==> src/rtl/mmfn_pkg.sv <==
`default_nettype none
// ----------------------------------------------------------------------------
// Min-max feature normalizer package
// Shared widths, action and status codes, and interface types.
// ----------------------------------------------------------------------------
package mmfn_pkg;

   localparam int FEATURES  = 64;
   localparam int FEATURE_W = 6;
   localparam int VALUE_W   = 16;
   localparam int NORM_W    = 17;
   localparam int STATUS_W  = 3;
   localparam int ACTION_W  = 2;

   localparam int IDX_W   = (FEATURES > 1) ? $clog2(FEATURES) : 1;
   localparam int FEAT_XW = (IDX_W > FEATURE_W) ? IDX_W : FEATURE_W;

   localparam int DIV_STEPS = NORM_W;
   localparam int DIV_CNT_W = $clog2(DIV_STEPS);

   localparam logic [ACTION_W-1:0] ACT_OBSERVE   = 2'd0;
   localparam logic [ACTION_W-1:0] ACT_NORMALIZE = 2'd1;
   localparam logic [ACTION_W-1:0] ACT_CLEAR     = 2'd2;

   localparam logic [STATUS_W-1:0] STAT_OK     = 3'd0;
   localparam logic [STATUS_W-1:0] STAT_LOW    = 3'd1;
   localparam logic [STATUS_W-1:0] STAT_HIGH   = 3'd2;
   localparam logic [STATUS_W-1:0] STAT_FLAT   = 3'd3;
   localparam logic [STATUS_W-1:0] STAT_UNSEEN = 3'd4;

   localparam logic [NORM_W-1:0] Q_ONE = 17'h10000;

   typedef struct packed {
      logic                      en;
      logic [IDX_W-1:0]          idx;
      logic signed [VALUE_W-1:0] low;
      logic signed [VALUE_W-1:0] high;
   } range_wr_type;

   typedef struct packed {
      logic busy;
      logic done;
   } div_status_type;

endpackage : mmfn_pkg
`default_nettype wire

==> src/rtl/mmfn_range_store.sv <==
`default_nettype none
// ----------------------------------------------------------------------------
// Range store
// Per-feature minimum and maximum memory with registered read, plus
// per-feature observed flags that reset and clear at once.
// ----------------------------------------------------------------------------
module mmfn_range_store (
   input  wire logic                               clock,
   input  wire logic                               reset,
   input  wire logic [mmfn_pkg::IDX_W-1:0]         rd_idx,
   output logic signed [mmfn_pkg::VALUE_W-1:0]     rd_low,
   output logic signed [mmfn_pkg::VALUE_W-1:0]     rd_high,
   input  wire logic [mmfn_pkg::IDX_W-1:0]         seen_idx,
   output logic                                    seen,
   input  wire mmfn_pkg::range_wr_type             wr,
   input  wire logic                               clear_all
);
   import mmfn_pkg::*;

   logic signed [VALUE_W-1:0] low_mem  [FEATURES];
   logic signed [VALUE_W-1:0] high_mem [FEATURES];
   logic [FEATURES-1:0]       seen_ff;
   logic [FEATURES-1:0]       seen_in;

   always_ff @(posedge clock) begin
      if (wr.en) begin
         low_mem[wr.idx]  <= wr.low;
         high_mem[wr.idx] <= wr.high;
      end
      rd_low  <= low_mem[rd_idx];
      rd_high <= high_mem[rd_idx];
   end

   always_comb begin
      seen_in = seen_ff;
      if (clear_all) begin
         seen_in = '0;
      end else if (wr.en) begin
         seen_in[wr.idx] = 1'b1;
      end
   end

   always_ff @(posedge clock) begin
      if (reset) begin
         seen_ff <= '0;
      end else begin
         seen_ff <= seen_in;
      end
   end

   assign seen = seen_ff[seen_idx];

endmodule : mmfn_range_store
`default_nettype wire

==> src/rtl/mmfn_divider.sv <==
`default_nettype none
// ----------------------------------------------------------------------------
// Bit-serial divider
// Restoring division of num * 65536 by den, one quotient bit per cycle,
// for num not above den.
// ----------------------------------------------------------------------------
module mmfn_divider (
   input  wire logic                           clock,
   input  wire logic                           reset,
   input  wire logic                           start,
   input  wire logic [mmfn_pkg::VALUE_W-1:0]   num,
   input  wire logic [mmfn_pkg::VALUE_W-1:0]   den,
   output mmfn_pkg::div_status_type            status,
   output logic [mmfn_pkg::NORM_W-1:0]         quotient
);
   import mmfn_pkg::*;

   logic [NORM_W-1:0]    rem_ff, rem_in;
   logic [NORM_W-1:0]    quo_ff, quo_in;
   logic [VALUE_W-1:0]   den_ff, den_in;
   logic [DIV_CNT_W-1:0] cnt_ff, cnt_in;
   logic                 busy_ff, busy_in;
   logic                 done_ff, done_in;
   logic [NORM_W-1:0]    trial;
   logic                 fits;

   always_comb begin
      trial = (cnt_ff == '0) ? rem_ff : {rem_ff[NORM_W-2:0], 1'b0};
      fits  = trial >= {1'b0, den_ff};
      rem_in  = rem_ff;
      quo_in  = quo_ff;
      den_in  = den_ff;
      cnt_in  = cnt_ff;
      busy_in = busy_ff;
      done_in = 1'b0;
      if (start) begin
         rem_in  = {1'b0, num};
         quo_in  = '0;
         den_in  = den;
         cnt_in  = '0;
         busy_in = 1'b1;
      end else if (busy_ff) begin
         rem_in = fits ? (trial - {1'b0, den_ff}) : trial;
         quo_in = {quo_ff[NORM_W-2:0], fits};
         cnt_in = cnt_ff + 1'b1;
         if (cnt_ff == DIV_CNT_W'(DIV_STEPS - 1)) begin
            busy_in = 1'b0;
            done_in = 1'b1;
         end
      end
   end

   always_ff @(posedge clock) begin
      rem_ff <= rem_in;
      quo_ff <= quo_in;
      den_ff <= den_in;
      if (reset) begin
         cnt_ff  <= '0;
         busy_ff <= 1'b0;
         done_ff <= 1'b0;
      end else begin
         cnt_ff  <= cnt_in;
         busy_ff <= busy_in;
         done_ff <= done_in;
      end
   end

   assign status.busy = busy_ff;
   assign status.done = done_ff;
   assign quotient    = quo_ff;

`ifndef ASSERT_OFF
   a_done_after_busy : assert property (@(posedge clock) disable iff (reset)
      done_ff |-> $past(busy_ff))
      else $error("divider done without a preceding busy cycle");
   a_busy_done_excl : assert property (@(posedge clock) disable iff (reset)
      !(busy_ff && done_ff))
      else $error("divider busy and done together");
   a_rem_below_den : assert property (@(posedge clock) disable iff (reset)
      (busy_ff && cnt_ff != '0) |-> (rem_ff < {1'b0, den_ff}))
      else $error("divider remainder not below divisor");
   a_quo_range : assert property (@(posedge clock) disable iff (reset)
      done_ff |-> (quo_ff <= Q_ONE))
      else $error("divider quotient above one");
`endif

endmodule : mmfn_divider
`default_nettype wire

==> src/rtl/min_max_feature_normalizer.sv <==
`default_nettype none
// ----------------------------------------------------------------------------
// Min-max feature normalizer
// Per-feature minimum/maximum tracking and Q1.16 scaling of samples.
// ----------------------------------------------------------------------------
// Items are handled one at a time. Clear and unused actions end on accept;
// observe steps through accept, range read and update. Normalize of a
// sample in a non-flat range steps through accept, range read, evaluate,
// the bit-serial divider (one of the 17 quotient bits per cycle) and emit;
// the special cases (never observed, flat, below, above) skip the divider.
// Results land in an output register, so the next item is accepted while
// a result waits. Only normalize returns a result. Range memories start
// undefined; observed flags reset to zero and clear drops them all at once.
module min_max_feature_normalizer (
   input  wire logic        clock,
   input  wire logic        reset,
   input  wire logic        req_tvalid,
   output logic             req_tready,
   input  wire logic [23:0] req_tdata,   // feature[5:0], value[21:6], zero[23:22]
   input  wire logic [1:0]  req_tuser,   // action[1:0]
   output logic             rsp_tvalid,
   input  wire logic        rsp_tready,
   output logic [23:0]      rsp_tdata,   // feature_out[5:0], normalized[22:6], zero[23]
   output logic [2:0]       rsp_tuser    // status[2:0]
);
   import mmfn_pkg::*;

   localparam logic [2:0] S_IDLE = 3'd0;
   localparam logic [2:0] S_READ = 3'd1;
   localparam logic [2:0] S_EVAL = 3'd2;
   localparam logic [2:0] S_DIV  = 3'd3;
   localparam logic [2:0] S_EMIT = 3'd4;

   logic [2:0]                state_ff, state_in;
   logic [ACTION_W-1:0]       act_ff, act_in;
   logic [FEATURE_W-1:0]      feat_ff, feat_in;
   logic signed [VALUE_W-1:0] value_ff, value_in;
   logic [NORM_W-1:0]         res_norm_ff, res_norm_in;
   logic [STATUS_W-1:0]       res_stat_ff, res_stat_in;

   logic                      rsp_valid_ff, rsp_valid_in;
   logic [FEATURE_W-1:0]      rsp_feat_ff, rsp_feat_in;
   logic [NORM_W-1:0]         rsp_norm_ff, rsp_norm_in;
   logic [STATUS_W-1:0]       rsp_stat_ff, rsp_stat_in;

   logic                      req_xfer;
   logic [FEAT_XW-1:0]        feat_ext;
   logic [IDX_W-1:0]          idx;
   logic                      feat_ok;
   logic signed [VALUE_W-1:0] lo;
   logic signed [VALUE_W-1:0] hi;
   logic                      seen_bit;
   logic                      seen;
   logic signed [VALUE_W:0]   num_s;
   logic signed [VALUE_W:0]   den_s;
   range_wr_type              wr;
   logic                      clear_all;
   logic                      div_start;
   div_status_type            div_st;
   logic [NORM_W-1:0]         div_quo;
   logic                      out_free;

   mmfn_range_store u_store (
      .clock     (clock),
      .reset     (reset),
      .rd_idx    (idx),
      .rd_low    (lo),
      .rd_high   (hi),
      .seen_idx  (idx),
      .seen      (seen_bit),
      .wr        (wr),
      .clear_all (clear_all)
   );

   mmfn_divider u_div (
      .clock    (clock),
      .reset    (reset),
      .start    (div_start),
      .num      (num_s[VALUE_W-1:0]),
      .den      (den_s[VALUE_W-1:0]),
      .status   (div_st),
      .quotient (div_quo)
   );

   assign req_tready = (state_ff == S_IDLE);
   assign req_xfer   = req_tvalid && req_tready;
   assign feat_ext   = FEAT_XW'(feat_ff);
   assign idx        = feat_ext[IDX_W-1:0];
   assign feat_ok    = {1'b0, feat_ext} < (FEAT_XW + 1)'(FEATURES);
   assign seen       = feat_ok && seen_bit;
   assign num_s      = {value_ff[VALUE_W-1], value_ff} - {lo[VALUE_W-1], lo};
   assign den_s      = {hi[VALUE_W-1], hi} - {lo[VALUE_W-1], lo};
   assign out_free   = !rsp_valid_ff || rsp_tready;

   always_comb begin
      state_in    = state_ff;
      act_in      = act_ff;
      feat_in     = feat_ff;
      value_in    = value_ff;
      res_norm_in = res_norm_ff;
      res_stat_in = res_stat_ff;
      rsp_valid_in = rsp_valid_ff && !rsp_tready;
      rsp_feat_in  = rsp_feat_ff;
      rsp_norm_in  = rsp_norm_ff;
      rsp_stat_in  = rsp_stat_ff;
      wr.en       = 1'b0;
      wr.idx      = idx;
      wr.low      = value_ff;
      wr.high     = value_ff;
      clear_all   = 1'b0;
      div_start   = 1'b0;
      case (state_ff)
         S_IDLE: begin
            if (req_xfer) begin
               act_in   = req_tuser;
               feat_in  = req_tdata[5:0];
               value_in = req_tdata[21:6];
               case (req_tuser)
                  ACT_OBSERVE, ACT_NORMALIZE: state_in = S_READ;
                  ACT_CLEAR: clear_all = 1'b1;
                  default: state_in = S_IDLE;
               endcase
            end
         end
         S_READ: begin
            state_in = S_EVAL;
         end
         S_EVAL: begin
            if (act_ff == ACT_OBSERVE) begin
               state_in = S_IDLE;
               wr.en    = feat_ok;
               if (seen) begin
                  wr.low  = (value_ff < lo) ? value_ff : lo;
                  wr.high = (value_ff > hi) ? value_ff : hi;
               end
            end else begin
               state_in    = S_EMIT;
               res_norm_in = '0;
               if (!seen) begin
                  res_stat_in = STAT_UNSEEN;
               end else if (hi <= lo) begin
                  res_stat_in = STAT_FLAT;
               end else if (value_ff < lo) begin
                  res_stat_in = STAT_LOW;
               end else if (value_ff > hi) begin
                  res_stat_in = STAT_HIGH;
                  res_norm_in = Q_ONE;
               end else begin
                  res_stat_in = STAT_OK;
                  div_start   = 1'b1;
                  state_in    = S_DIV;
               end
            end
         end
         S_DIV: begin
            if (div_st.done) begin
               res_norm_in = div_quo;
               state_in    = S_EMIT;
            end
         end
         S_EMIT: begin
            if (out_free) begin
               rsp_valid_in = 1'b1;
               rsp_feat_in  = feat_ff;
               rsp_norm_in  = res_norm_ff;
               rsp_stat_in  = res_stat_ff;
               state_in     = S_IDLE;
            end
         end
         default: begin
            state_in = S_IDLE;
         end
      endcase
   end

   always_ff @(posedge clock) begin
      act_ff      <= act_in;
      feat_ff     <= feat_in;
      value_ff    <= value_in;
      res_norm_ff <= res_norm_in;
      res_stat_ff <= res_stat_in;
      rsp_feat_ff <= rsp_feat_in;
      rsp_norm_ff <= rsp_norm_in;
      rsp_stat_ff <= rsp_stat_in;
      if (reset) begin
         state_ff     <= S_IDLE;
         rsp_valid_ff <= 1'b0;
      end else begin
         state_ff     <= state_in;
         rsp_valid_ff <= rsp_valid_in;
      end
   end

   assign rsp_tvalid = rsp_valid_ff;
   assign rsp_tdata  = {1'b0, rsp_norm_ff, rsp_feat_ff};
   assign rsp_tuser  = rsp_stat_ff;

endmodule : min_max_feature_normalizer
`default_nettype wire
==> config.mk <==
export PLATFORM = sky130hd
export DESIGN_NAME = min_max_feature_normalizer
export DESIGN_NICKNAME = d
export VERILOG_FILES = /design/src/rtl/mmfn_pkg.sv /design/src/rtl/mmfn_range_store.sv /design/src/rtl/mmfn_divider.sv /design/src/rtl/min_max_feature_normalizer.sv
export SDC_FILE = /design/constraint.sdc
export NUM_CORES = 2
export LEC_CHECK = 0
export BUFFER_PORTS_ARGS = -buffer_cell sky130_fd_sc_hd__buf_4
export CAP_MARGIN = 20
export CORE_MARGIN = 2
export CORE_UTILIZATION = 60
export CTS_CLUSTER_DIAMETER = 120
export DETAILED_ROUTE_END_ITERATION = 6
export PLACE_DENSITY = 0.86
export RECOVER_POWER = 100
export SLEW_MARGIN = 30
export SYNTH_ARGS = -nofsm -noshare
export SYNTH_HDL_FRONTEND = slang
export SYNTH_SLANG_ARGS = --single-unit
==> constraint.sdc <==
create_clock -name clock -period 8.22 [get_ports clock]
set_input_delay 0.822 -clock clock [delete_from_list [all_inputs] [get_ports clock]]
set_output_delay 0.822 -clock clock [all_outputs]
set_load 0.02 [all_outputs]
==> metrics.md <==
| Metric | Value |
|---|---|
| Clk pwr share | `39.3%` |
| Remaining DRCs | `2` |
| Synth Register Bits | `approximately 2.3k` |
| Nets@finish | `5029` |
| Routed len/inst | `approximately 35 um` |
| Resized Gates After CTS | `0` |
| Grt ovf | `0` |
| Hold/Removal Path Class | `primary input to flop` |
| Num CTS Buffers | `196` |
| Detailed placer's ending HPWL | `118000 um` |
| Skew final | `between 70 and 80 ps` |
| Crit path max fanout | `48` |
| Die width | `roughly 380 um` |
| Leading area contributor after synthesis | `edfxtp_1` |
| Area grow syn2layout | `10.7%` |
| Post-layout minimum cycle time | `6610 ps` |
| DR pass1 iterations | `7` |
| Clk root buf | `clkbuf_16` |
| Netlist Area Pre-Place | `0.0846 mm2` |
| Vias in the first global route | `between 50k and 60k` |
| P_int | `18.2 mW` |
| Core Region | `0.140 mm2` |
| Post-synth EDFFs | `between 2k and 2.5k` |
| Synth top area share | `76.3%` |
| Power Dens Cells | `roughly 250 mW/mm2` |
| Synth unique cells | `69` |
| Slack of the worst reg-to-reg path | `1610 ps` |
| Initial antenna violation count | `14` |
| Worst Path Arrival | `7000 ps` |
| Die height | `380 um` |
| DR iter-0 viols | `11.0k` |
| Main synth FF type | `edfxtp_1` |
| Comb power frac | `around 6.3%` |
| Worst Hold Slack | `167 ps` |
| Max-slew headroom | `-122%` |
| Switching share of power | `22.9%` |
| F_max | `0.151 GHz` |
| Tot Pwr | `23.6 mW` |
| Finish-stage setup viols | `0` |
| Postcts setup bufs | `0` |
| Most frequent cells in the layout | `edfxtp_1, a22oi_1, clkbuf_16, nand4_1, a21oi_1` |
| Critical Path Sink Type | `flop` |
| RePlAce Congestion | `0.877` |
| Required time of the critical path | `about 8600 ps` |
| Final Hold Vio Count | `0` |
| Fraction of layout cells with a size suffix above 1 | `between 9 and 10%` |
| Clock Latency Late Sink | `900 ps` |
| Vias per cell | `7.50` |
| Setup TNS | `0 ps` |
| CTS sink cnt | `2275` |
| Net Count, Synth | `4955` |
| Sw Pwr | `5.40 mW` |
| Io pins | `59` |
| Initial Utilization | `60.6%` |
| Rows | `137` |
| Cts hold-fix bufs | `0` |
| Worst vdd ir | `218 uV` |
| Placed Instances | `6606` |
| Largest net degree at the start of global routing | `between 100 and 150` |
| H-tree Lvls | `4` |
| Reg power frac | `54.4%` |
| TritonCTS clock tree | `built` |
| Full die area | `0.144 mm2` |
| Longest Clk Path Bufs | `3` |
| Clk pin slew, worst setup/hold paths | `70 ps` |
| Crit path launch type | `flop` |
| Final WL | `roughly 240000 um` |
| Area contributors post-synth | `edfxtp_1, a22oi_1, dfxtp_1` |
| Max Cap Violations | `63` |
| P_leak | `28.9 nW` |
| Unrepaired setup endpoints after global routing | `no` |
| Overall routing resource usage | `32.7%` |
| Status | `finished, violations left` |
| Syn avg cell area | `17.4 um2` |
| Synth warn | `0` |
| Layout Cells excl Fill | `between 6k and 7k` |
| Port Buffers | `55` |
| Pin slew with the least headroom to its limit | `3340 ps` |
| Worst setup path category | `flop to flop` |
| Period utilisation layout | `80.4%` |
| Mapped Cells | `4856` |
| Post-synthesis sequential area ratio | `79.3%` |
| Fin. max-slew vios | `1912` |
| Commonest non-fill, non-tap cell in the layout | `edfxtp_1` |
| Global-route wire length before repair | `343000 um` |
| Async set-reset flop share out of synthesis | `0%` |
| Antenna viol nets, final | `0` |
| Failing checks | `design-rule violations, max-capacitance violations, max-slew violations` |
| Via count | `52.3k` |
routing by layer:
layer	vias to the layer above	GRT usage (%)	wire (um)
met4	18	19.9	15900
li1	20250	-	-
met1	25197	40.7	75600
met2	5627	50.4	112000
met3	1207	10.2	38100
met5	-	0	132
per-stage QoR:
| step | instance area [um2] | setup WS (ps) | utilization [%] |
|---|---|---|---|
| after global placement | 87800 | 3710 | 62.8 |
| after detailed placement | 87800 | 3580 | 62.9 |
| after global routing | 93600 | 1710 | 67.0 |
| after floorplan | 84600 | 3470 | - |
| after CTS | 94200 | 3540 | 67.4 |
| final | 93600 | 1610 | 67.0 |
flip-flops by register name (all words and copies together) (netlist names), 5 cells and up:
| name | count |
|---|---|
| u_store.low_mem | 1024 |
| u_div.den_ff | 16 |
| feat_ext | 6 |
| u_store.high_mem | 1024 |
| rsp_norm_ff | 17 |
| u_store.rd_low | 16 |
| rsp_feat_ff | 6 |
| u_store.seen_ff | 64 |
| u_div.cnt_ff | 5 |
| value_ff | 16 |
| u_div.quotient | 17 |
| res_norm_ff | 17 |
| u_store.rd_high | 16 |
| u_div.rem_ff | 17 |
power groups by stage:
stage	Clock, mW	Combinational, mW	Sequential [mW]
after global routing	9.63	1.55	12.8
after floorplan	0	0.903	13.0
after detailed placement	0	1.39	13.1
final	9.28	1.48	12.8
after global placement	0	1.33	13.1
after CTS	9.24	1.42	12.8
cell usage after synthesis, types with 14 or more instances:
cell and instances:
buf_1 30, mux2_2 44, xnor2_1 30, mux2i_1 39, o21ai_0 40, clkbuf_1 240
inv_1 74, edfxtp_1 2150, a21o_1 14, o21a_1 71, ha_1 66, a221oi_1 103
nand4_1 177, a31oi_1 76, nand2_1 53, nand3_1 52, a22oi_1 867, a21oi_1 145
dfxtp_1 125, and2_1 22, nor3_1 19, buf_2 20, nor2_1 117, a41oi_1 21
nor2b_1 15, a22o_1 105
final timing paths:
| kind | startpoint | to | cells after the start |
|---|---|---|---|
| worst max-delay path | feat_ext[2] | u_store.high_mem[38][6] | 4 |
| worst min-delay path | req_tdata[8] | value_ff[2] | 1 |
| worst max register to register | feat_ext[2] | u_store.high_mem[38][6] | 4 |
| worst min register to register | res_norm_ff[15] | rsp_norm_ff[15] | 0 |
kinds of logic (layout without fill, tap and decap cells):
family | count (synthesis) | count (layout) | share of synthesized area [%]
XOR/XNOR | 43 | 43 | 0.445
AO/OA/AOI/OAI | 1487 | 1487 | 12.9
flip-flops | 2275 | 2275 | 79.3
AND/OR/NAND/NOR | 510 | 510 | 3.26
multiplexers | 100 | 100 | 1.34
buffers and inverters | 371 | 613 | 1.72
other | 1 | 4 | 0.00443
adder cells (fa/ha/maj) | 69 | 69 | 1.05
area by class of cell:
class | count | area [um2]
clock buffers | 245 | 5170
flip-flops and latches | 2275 | 67100
fillers | 8098 | 46100
inverters | 74 | 278
repair buffers | 173 | 1070
multi-input cells | 2210 | 16500
well taps | 1876 | 2350
diodes | 3 | 7.51
clock inverters | 121 | 1210
critical path, cell delays in order, from the launching register on:
cell	delay, ps
edfxtp_1	330
clkbuf_1	1830
nand2_1	1080
nor2_1	910
clkbuf_1	1960
Note: power is estimated with default switching activity, not from simulation.
